<file path="src/design/u8tok_pkg.sv">
// ----------------------------------------------------------------------------
// u8tok_pkg
// Shared types, byte constants and the accent folding table of the tokenizer.
// ----------------------------------------------------------------------------
`default_nettype none

package u8tok_pkg;

  localparam logic [7:0] ContMin   = 8'h80;
  localparam logic [7:0] LeadTwo   = 8'hC0;
  localparam logic [7:0] LeadThree = 8'hE0;
  localparam logic [7:0] LeadFour  = 8'hF0;
  localparam logic [7:0] LeadFold  = 8'hC3;
  localparam logic [7:0] CharPlus  = 8'h2B;
  localparam logic [7:0] CharHash  = 8'h23;
  localparam logic [7:0] CaseShift = 8'h20;

  localparam logic [1:0] LenEmpty = 2'd0;
  localparam logic [1:0] LenOne   = 2'd1;
  localparam logic [1:0] LenMany  = 2'd2;

  localparam logic [1:0] SkipTwo   = 2'd2;
  localparam logic [1:0] SkipThree = 2'd3;

  // Up to three characters from one item; slot 2 is always a token end.
  typedef struct packed {
    logic [2:0] mask;
    logic [7:0] ch0;
    logic [7:0] ch1;
    logic [7:0] ch2;
  } bundle_t;

  function automatic logic [7:0] fold_second(input logic [7:0] b);
    logic [7:0] r;
    case (b)
      8'hA0, 8'hA1, 8'hA2, 8'hA3, 8'hA4: r = 8'h61;
      8'hA9, 8'hAA:                      r = 8'h65;
      8'hAC, 8'hAD, 8'hAE, 8'hAF:        r = 8'h69;
      8'hB2, 8'hB3, 8'hB4, 8'hB6:        r = 8'h6F;
      8'hBA, 8'hBB, 8'hBC:               r = 8'h75;
      8'hA7:                             r = 8'h63;
      8'hB1:                             r = 8'h6E;
      8'hBF:                             r = 8'h79;
      default:                           r = b;
    endcase
    return r;
  endfunction

endpackage

`default_nettype wire

</file>
<file path="src/design/u8tok_decode.sv">
// ----------------------------------------------------------------------------
// u8tok_decode
// Tokenizer state and the per-byte decode into up to three characters.
// ----------------------------------------------------------------------------
`default_nettype none

module u8tok_decode (
  input  wire logic              clk,
  input  wire logic              rst,
  input  wire logic              advance,
  input  wire logic [7:0]        text_byte,
  input  wire logic              end_of_text,
  output u8tok_pkg::bundle_t     res
);

  logic [7:0] held_char;
  logic [1:0] token_length;
  logic [1:0] bytes_to_skip;
  logic       lead_waiting;
  logic [7:0] lead_value;

  logic [7:0] held_char_next;
  logic [1:0] token_length_next;
  logic [1:0] bytes_to_skip_next;
  logic       lead_waiting_next;
  logic [7:0] lead_value_next;

  logic [1:0] n_app;
  logic [7:0] app0;
  logic [7:0] app1;
  logic       fin;
  logic       is_upper;
  logic       is_lower;
  logic       is_digit;
  logic [1:0] len1;
  logic [7:0] h1;
  logic [1:0] len2;
  logic [7:0] h2;
  logic       e0;
  logic       e1;
  logic       e2;

  always_comb begin
    n_app              = 2'd0;
    app0               = text_byte;
    app1               = text_byte;
    fin                = 1'b0;
    bytes_to_skip_next = bytes_to_skip;
    lead_waiting_next  = lead_waiting;
    lead_value_next    = lead_value;
    is_upper = (text_byte >= 8'h41) && (text_byte <= 8'h5A);
    is_lower = (text_byte >= 8'h61) && (text_byte <= 8'h7A);
    is_digit = (text_byte >= 8'h30) && (text_byte <= 8'h39);
    if (bytes_to_skip != 2'd0) begin
      bytes_to_skip_next = bytes_to_skip - 2'd1;
    end else if (lead_waiting) begin
      lead_waiting_next = 1'b0;
      lead_value_next   = 8'h00;
      if (lead_value == u8tok_pkg::LeadFold) begin
        n_app = 2'd1;
        app0  = u8tok_pkg::fold_second(text_byte);
      end else begin
        n_app = 2'd2;
        app0  = lead_value;
        app1  = text_byte;
      end
    end else if (text_byte < u8tok_pkg::ContMin) begin
      if (is_upper) begin
        n_app = 2'd1;
        app0  = text_byte + u8tok_pkg::CaseShift;
      end else if (is_lower || is_digit || text_byte == u8tok_pkg::CharPlus ||
                   text_byte == u8tok_pkg::CharHash) begin
        n_app = 2'd1;
      end else begin
        fin = 1'b1;
      end
    end else if (text_byte < u8tok_pkg::LeadTwo) begin
      n_app = 2'd0;
    end else if (text_byte < u8tok_pkg::LeadThree) begin
      lead_waiting_next = 1'b1;
      lead_value_next   = text_byte;
    end else if (text_byte < u8tok_pkg::LeadFour) begin
      bytes_to_skip_next = u8tok_pkg::SkipTwo;
    end else begin
      bytes_to_skip_next = u8tok_pkg::SkipThree;
    end

    e0   = (n_app != 2'd0) && (token_length != u8tok_pkg::LenEmpty);
    len1 = token_length;
    h1   = held_char;
    if (n_app != 2'd0) begin
      len1 = (token_length == u8tok_pkg::LenEmpty) ? u8tok_pkg::LenOne : u8tok_pkg::LenMany;
      h1   = app0;
    end
    e1   = (n_app == 2'd2);
    len2 = e1 ? u8tok_pkg::LenMany : len1;
    h2   = e1 ? app1 : h1;
    e2   = (fin || end_of_text) && (len2 == u8tok_pkg::LenMany);

    token_length_next = len2;
    held_char_next    = h2;
    if (fin || end_of_text) begin
      token_length_next = u8tok_pkg::LenEmpty;
      held_char_next    = 8'h00;
    end
    if (end_of_text) begin
      bytes_to_skip_next = 2'd0;
      lead_waiting_next  = 1'b0;
      lead_value_next    = 8'h00;
    end

    res.mask = {e2, e1, e0};
    res.ch0  = held_char;
    res.ch1  = h1;
    res.ch2  = h2;
  end

  always_ff @(posedge clk) begin
    if (rst) begin
      held_char     <= 8'h00;
      token_length  <= u8tok_pkg::LenEmpty;
      bytes_to_skip <= 2'd0;
      lead_waiting  <= 1'b0;
      lead_value    <= 8'h00;
    end else if (advance) begin
      held_char     <= held_char_next;
      token_length  <= token_length_next;
      bytes_to_skip <= bytes_to_skip_next;
      lead_waiting  <= lead_waiting_next;
      lead_value    <= lead_value_next;
    end
  end

  a_len_range: assert property (@(posedge clk) disable iff (rst)
    token_length != 2'd3)
    else $error("token length out of range");

  a_lead_skip_excl: assert property (@(posedge clk) disable iff (rst)
    !(lead_waiting && bytes_to_skip != 2'd0))
    else $error("lead pending while skipping");

  a_eot_clears: assert property (@(posedge clk) disable iff (rst)
    advance && end_of_text |=>
      token_length == u8tok_pkg::LenEmpty && bytes_to_skip == 2'd0 && !lead_waiting)
    else $error("state not cleared at end of text");

endmodule

`default_nettype wire

</file>
<file path="src/design/u8tok_outq.sv">
// ----------------------------------------------------------------------------
// u8tok_outq
// Result register for one item's characters, drained one per cycle when ready.
// ----------------------------------------------------------------------------
`default_nettype none

module u8tok_outq (
  input  wire logic              clk,
  input  wire logic              rst,
  input  wire logic              load,
  input  wire u8tok_pkg::bundle_t res,
  output logic                   free,
  output logic                   out_valid,
  input  wire logic              out_ready,
  output logic [7:0]             token_char,
  output logic                   token_end,
  output logic                   run_last
);

  logic [2:0] mask;
  logic [2:0] mask_next;
  logic [7:0] ch0;
  logic [7:0] ch1;
  logic [7:0] ch2;
  logic [2:0] lowest;
  logic       take;
  logic       single;

  always_comb begin
    lowest     = mask & (~mask + 3'd1);
    single     = (mask & (mask - 3'd1)) == 3'd0;
    out_valid  = (mask != 3'd0);
    take       = out_valid && out_ready;
    free       = !out_valid || (take && single);
    token_char = mask[0] ? ch0 : (mask[1] ? ch1 : ch2);
    token_end  = lowest[2];
    run_last   = out_valid && single;
    mask_next  = mask;
    if (take) begin
      mask_next = mask & ~lowest;
    end
    if (load) begin
      mask_next = res.mask;
    end
  end

  always_ff @(posedge clk) begin
    if (rst) begin
      mask <= 3'd0;
    end else begin
      mask <= mask_next;
    end
  end

  always_ff @(posedge clk) begin
    if (load) begin
      ch0 <= res.ch0;
      ch1 <= res.ch1;
      ch2 <= res.ch2;
    end
  end

  a_load_when_free: assert property (@(posedge clk) disable iff (rst)
    load |-> free)
    else $error("result register overwritten");

  a_drain_order: assert property (@(posedge clk) disable iff (rst)
    out_valid && out_ready && !single && !load |=> out_valid)
    else $error("pending characters lost");

endmodule

`default_nettype wire

</file>
<file path="src/design/utf8_accent_folding_tokenizer_core.sv">
// ----------------------------------------------------------------------------
// utf8_accent_folding_tokenizer_core
// UTF-8 word tokenizer with lower-casing and accent folding.
// ----------------------------------------------------------------------------
// Takes one text byte per cycle while the result register has room. A byte is
// registered, decoded combinationally into up to three token characters, and
// those go through a result register to the output, one per cycle while
// out_ready is high. The single output port sets the rate: bytes giving zero
// or one character sustain one byte per cycle while out_ready is high, and a
// byte giving more holds the input until its last character is taken.
// ----------------------------------------------------------------------------
`default_nettype none

module utf8_accent_folding_tokenizer_core (
  input  wire logic       clk,
  input  wire logic       rst,
  input  wire logic       in_valid,
  output logic            in_ready,
  input  wire logic [7:0] text_byte,
  input  wire logic       end_of_text,
  output logic            out_valid,
  input  wire logic       out_ready,
  output logic [7:0]      token_char,
  output logic            token_end,
  output logic            run_last
);

  logic               hold_valid;
  logic               hold_valid_next;
  logic [7:0]         text_q;
  logic               last_q;
  logic               free;
  logic               consume;
  logic               accept;
  u8tok_pkg::bundle_t res;

  always_comb begin
    consume         = hold_valid && free;
    in_ready        = !hold_valid || consume;
    accept          = in_valid && in_ready;
    hold_valid_next = accept ? 1'b1 : (consume ? 1'b0 : hold_valid);
  end

  always_ff @(posedge clk) begin
    if (rst) begin
      hold_valid <= 1'b0;
    end else begin
      hold_valid <= hold_valid_next;
    end
  end

  always_ff @(posedge clk) begin
    if (accept) begin
      text_q <= text_byte;
      last_q <= end_of_text;
    end
  end

  u8tok_decode u_decode (
    .clk         (clk),
    .rst         (rst),
    .advance     (consume),
    .text_byte   (text_q),
    .end_of_text (last_q),
    .res         (res)
  );

  u8tok_outq u_outq (
    .clk        (clk),
    .rst        (rst),
    .load       (consume),
    .res        (res),
    .free       (free),
    .out_valid  (out_valid),
    .out_ready  (out_ready),
    .token_char (token_char),
    .token_end  (token_end),
    .run_last   (run_last)
  );

endmodule

`default_nettype wire

</file>
<file path="config.mk">
export PLATFORM = sky130hd
export DESIGN_NAME = utf8_accent_folding_tokenizer_core
export DESIGN_NICKNAME = d
export VERILOG_FILES = /design/src/design/u8tok_pkg.sv /design/src/design/u8tok_decode.sv /design/src/design/u8tok_outq.sv /design/src/design/utf8_accent_folding_tokenizer_core.sv
export SDC_FILE = /design/constraint.sdc
export NUM_CORES = 1
export LEC_CHECK = 0
export BUFFER_PORTS_ARGS = -buffer_cell sky130_fd_sc_hd__buf_2
export CAP_MARGIN = 20
export CORE_MARGIN = 4
export CORE_UTILIZATION = 54
export DETAILED_ROUTE_END_ITERATION = 16
export PLACE_DENSITY_LB_ADDON = 0.12
export SYNTH_ARGS = -nofsm -noshare
export SYNTH_HDL_FRONTEND = slang
export SYNTH_HIERARCHICAL = 1
export SYNTH_SLANG_ARGS = --single-unit
</file>
<file path="constraint.sdc">
create_clock -name clk -period 3 [get_ports clk]
set_clock_uncertainty 0.2 [all_clocks]
set_input_delay 0.15 -clock clk [delete_from_list [all_inputs] [get_ports clk]]
set_output_delay 0.15 -clock clk [all_outputs]
set_load 0.01 [all_outputs]
</file>
# After elaboration in Yosys (flattened, before gate mapping)
# Index checks and enable logic that the tools add are counted.
[op_classes]
reduce_logical = 35
add_sub_neg = 4
order_cmp = 10
bitwise_logic = 5
mux = 49
n_eq_ne = 33
[ops]
columns = ["op", "n"]
rows = [
  ["$eq 8x8->1 const B", 22],
  ["$mux 8", 16],
  ["$pmux 8 s8", 1],
  ["$lt 8x8->1 const B", 4],
  ["$mux 2", 15],
  ["$eq 8x6->1 const B", 2],
  ["$ge 8x7->1 const B", 2],
  ["$le 8x7->1 const B", 2],
  ["$mux 1", 15],
  ["$ne 3x2->1 const B", 5],
  ["$logic_and 1x1->1", 10],
  ["$reduce_and 5->1", 2],
  ["$reduce_bool 2->1", 5],
  ["$and 3x3->3", 3],
  ["$add 8x6->8 const B", 1],
  ["$ge 8x6->1 const B", 1],
  ["$le 8x6->1 const B", 1],
  ["$reduce_or 4->1", 2],
  ["$logic_or 1x1->1", 6],
  ["$mux 3", 2],
  ["$not 3->3", 2],
  ["$reduce_bool 3->1", 2],
  ["$reduce_or 5->1", 1],
  ["$eq 2x2->1 const B", 2],
  ["11 further kinds", 12],
]
[word_totals]
out_inout_bits = 12
reg_bits = 58
input_bits = 13

# Longest topological paths before layout
[logic_depth]
word_depth = 16
mapped_depth = 13

# Cells and area by module
# The synthesis kept the hierarchy.
[by_module_without_submodules]
columns = ["module", "instances", "cells_per_inst", "seq_area_each_um2", "area_per_inst_um2"]
rows = [
  ["u8tok_decode", 1, 268, 420.4, 1886.8],
  ["u8tok_outq", 1, 73, 780.7, 1087.3],
  ["utf8_accent_folding_tokenizer_core", 1, 15, 290.3, 332.8],
]

# Worst setup path before layout
# No wires, ideal clock.
[synth_path]
kind = "register to register"
start = "register text_q[6]"
end = "register u_decode.held_char[5]"
path_stages_with_launch = 12
arrival_ps = 2436
path_buffers = 2
slack_ps = 247
t_required_ps = 2683
cell_sequence = "edfxtp_1 -> clkbuf_1 -> inv_1 -> ha_1 -> nor2b_1 -> nand4_1 -> o22ai_1 -> o311a_1 -> buf_6 -> mux2_4 -> mux2_4 -> a22o_1"
[synth_rtl]
columns = ["item", "line", "rtl"]
rows = [
  ["start: declaration", "utf8_accent_folding_tokenizer_core.sv:30", "logic [7:0] text_q;"],
  ["start signal: assignment", "utf8_accent_folding_tokenizer_core.sv:54", "text_q <= text_byte;"],
  ["end signal: assignment", "u8tok_decode.sv:126", "held_char <= held_char_next;"],
  ["end: declaration", "u8tok_decode.sv:16", "logic [7:0] held_char;"],
]

==> results.md <==
- Status: complete, no violations
- Post-Syn Instances: 356
- Power, Total: 0.00194 W
- Fin nets: 416
- Hold Crit Class: in2reg
- Syn. warnings: 6
- Core area: 0.00592 mm2
- Starting Density: 0.559
- WP data arrival: 2.74 ns
- Tmin final: 2.84 ns
- Row Count: 28
- Most used DFF post-synth: edfxtp_1
- CP Capture Type: flop
- Seq/Total Area, Yosys: 0.451
- Critical path class: reg2reg
- Sequential cell area: 0.00149 mm2
- Hold slack final: 0.0172 ns
- WL final: 8080 um
- H-tree Lvls: 3
- Max Cap Viol: 0
- Initial DRT Pass Iterations: 5
- PostCTS Resize Cnt: 0
- VDD IR max: 0.287 mV
- Crit path launch type: flop
- Vias per Instance: 6.06
- Synthesized area: 0.00331 mm2
- Die area: 0.00744 mm2
- Fraction of registers with async set/reset: 0
- Worst slew pin tran: 0.590 ns
- Die Width: 86.3 um
- Mean routed wirelength per cell: 16.8 um
- Vias in the first global route: 2785
- Post-DRT Antenna Nets: 0
- Largest net degree at the start of global routing: 39
- Final setup fails: 0
- Initial antenna violation count: 0
- First-pass GRT wire length: 13500 um
- Syn Nets: 372
- Final hold violations: 0
- RSZ-0062 raised after global routing: no
- Ports: 25
- Crit path max fanout: 10
- Max Freq: 352 MHz
- GPL Wtd Cong: 0.901
- Residual DRC: 0
- CP required: 2.90 ns
- Clock tree buffer depth: 2
- Avg Cell Area, Syn: 9.29 um2
- EDFF count, synth: 33
- All-Layer GR Usage: 0.233
- Final slew viol count: 0
- Ant diodes: 0
- Worst skew pair latency: 0.35 ns
- PortBufs: 24
- Initial DRC count: 232
- Routed vias: 2910
- Root buf cell: clkbuf_8
- Yosys reg bits: 58
- Area Overhead vs Synth: 17.6%
- Num CTS Buffers: 9
- CTS tree: done
- Die H: 86.3 um
- Total gr overflow: 0
- Fill count: 494
- Area of the multi-input gates: 0.00160 mm2
- Final Cycle Share: 0.946
- Leakage: 1.46 nW
- Setup TNS: 0 ns
- Clk slew on worst S/H paths: 0.06 ns
- Power density cells: 499 mW/mm2
- Worst slew margin: 0.604
- DP Wirelength: 5670 um
- Synth unique cells: 65
- # clock sinks: 58
- Share of layout cells above drive strength 1: 0.202
layout by cell type (no fill, tap or decap), types with 3 or more instances in the layout:
| cell | instances |
|---|---|
| a21oi_1 | 30 |
| a21oi_2 | 3 |
| a22o_1 | 5 |
| a22oi_1 | 6 |
| and3_1 | 3 |
| buf_2 | 24 |
| buf_4 | 28 |
| clkbuf_8 | 9 |
| clkinv_1 | 4 |
| dfxtp_1 | 25 |
| dlygate4sd3_1 | 11 |
| edfxtp_1 | 33 |
| ha_1 | 3 |
| inv_1 | 12 |
| mux2i_1 | 8 |
| nand2_1 | 36 |
| nand2b_1 | 10 |
| nand3_1 | 3 |
| nand4_1 | 7 |
| nor2_1 | 33 |
| nor2b_1 | 5 |
| nor3b_1 | 6 |
| o211ai_1 | 7 |
| o21a_1 | 3 |
| o21ai_0 | 12 |
| o21ai_1 | 11 |
| o21bai_1 | 3 |
| o22ai_1 | 3 |
| o31a_1 | 3 |
| o31ai_1 | 8 |
| or3_1 | 3 |
power breakdown:
| group | switching (W) | internal (W) |
|---|---|---|
| Clock | 0.000304 | 0.000457 |
| Sequential | 0.0000281 | 0.000877 |
| Combinational | 0.000160 | 0.000116 |
cells in the mapped netlist, types with 2 or more instances:
master | instances | share of area
a21o_1 | 2 | 0.0045
a21oi_1 | 30 | 0.045
a21oi_2 | 3 | 0.0079
a22o_1 | 5 | 0.013
a22oi_1 | 6 | 0.014
a311oi_1 | 2 | 0.0053
a31oi_1 | 2 | 0.0038
a32o_1 | 2 | 0.0061
and3_1 | 3 | 0.0057
and3b_1 | 2 | 0.0053
buf_1 | 3 | 0.0034
buf_2 | 6 | 0.0091
buf_4 | 5 | 0.011
buf_6 | 3 | 0.010
clkbuf_1 | 13 | 0.015
dfxtp_1 | 25 | 0.15
edfxtp_1 | 33 | 0.30
ha_1 | 3 | 0.011
inv_1 | 12 | 0.014
mux2_2 | 2 | 0.0068
mux2_4 | 2 | 0.0091
mux2i_1 | 8 | 0.024
nand2_1 | 36 | 0.041
nand2b_1 | 10 | 0.019
nand3_1 | 3 | 0.0045
nand4_1 | 7 | 0.013
nand4b_1 | 2 | 0.0053
nor2_1 | 33 | 0.037
nor2b_1 | 5 | 0.0095
nor3_1 | 2 | 0.0030
nor3b_1 | 6 | 0.014
o211ai_1 | 7 | 0.016
o21a_1 | 3 | 0.0068
o21ai_0 | 12 | 0.018
o21ai_1 | 11 | 0.017
o21bai_1 | 3 | 0.0068
o221ai_1 | 2 | 0.0053
o22ai_1 | 3 | 0.0057
o311a_1 | 2 | 0.0061
o31a_1 | 3 | 0.0079
o31ai_1 | 8 | 0.018
or3_1 | 3 | 0.0057
routing by layer:
layer,track usage,share of wire,vias up
li1,-,-,1396
met4,0.0935,0.026,0
met3,0.0494,0.058,31
met1,0.293,0.42,1356
met5,0,0,-
met2,0.391,0.49,127
worst max-delay path, cell delays in order (launching register included):
cell and delay [ns]:
edfxtp_1 0.55, ha_1 0.24, nor3b_1 0.25, o211ai_1 0.15, a21oi_2 0.26, o311ai_2 0.18
buf_4 0.22, o31a_1 0.26, mux2_2 0.27
per-stage QoR:
stage / cells / cell area (um2) / util / setup WS, ns
6_report: 480 / 3890 / 0.657 / 0.163
3_3_place_gp: 449 / 3540 / 0.598 / 0.178
4_1_cts: 476 / 3860 / 0.652 / 0.188
2_1_floorplan: 356 / 3310 / - / 0.247
3_5_place_dp: 449 / 3540 / 0.598 / 0.199
5_1_grt: 480 / 3890 / 0.657 / 0.0244
cell type report:
type / instances / area share
Clock buffer: 9 / 0.0319
Clock inverter: 7 / 0.0216
Inverter: 14 / 0.0135
Multi-Input combinational cell: 254 / 0.412
Sequential cell: 58 / 0.384
Tap cell: 75 / 0.0241
Timing Repair Buffer: 63 / 0.113
repair_timing:
item                                   in CTS  in global routing
setup endpoints to repair                   0                  3
endpoints found under the hold margin      11                  0
buffers inserted                            0                  4
hold buffers                               11                  0
flip-flops by register name (all words and copies together), names as in the netlist:
register / flops
u_decode/held_char: 8
last_q: 1
u_outq/mask: 3
u_decode/bytes_to_skip: 2
u_outq/ch2: 8
u_decode/token_length: 2
u_decode/lead_waiting: 1
hold_valid: 1
text_q: 8
u_outq/ch0: 8
u_decode/lead_value: 8
u_outq/ch1: 8
final timing paths:
kind / start / to / slack (ns) / cells past startpoint
max reg2reg: text_q[5]$_DFFE_PP_ / u_outq/ch2[6]$_DFFE_PP_ / 0.16 / 8
min: rst / u_decode/lead_value[1]$_SDFFE_PP0P_ / 0.02 / 2
max: text_q[5]$_DFFE_PP_ / u_outq/ch2[6]$_DFFE_PP_ / 0.16 / 8
min reg2reg: u_decode/bytes_to_skip[1]$_SDFFE_PP0P_ / u_decode/bytes_to_skip[1]$_SDFFE_PP0P_ / 0.25 / 2
logic make-up (layout without fill, tap and decap cells):
family | Yosys count | in the layout | share of synthesized area
AND/OR/NAND/NOR | 123 | 123 | 0.193
AO/OA/AOI/OAI | 114 | 114 | 0.235
flip-flops | 58 | 58 | 0.451
buffers and inverters | 44 | 93 | 0.0647
multiplexers | 12 | 12 | 0.0401
adder cells (fa/ha/maj) | 4 | 4 | 0.0144
XOR/XNOR | 1 | 1 | 0.00265
Power figures use the tool's default switching activity.
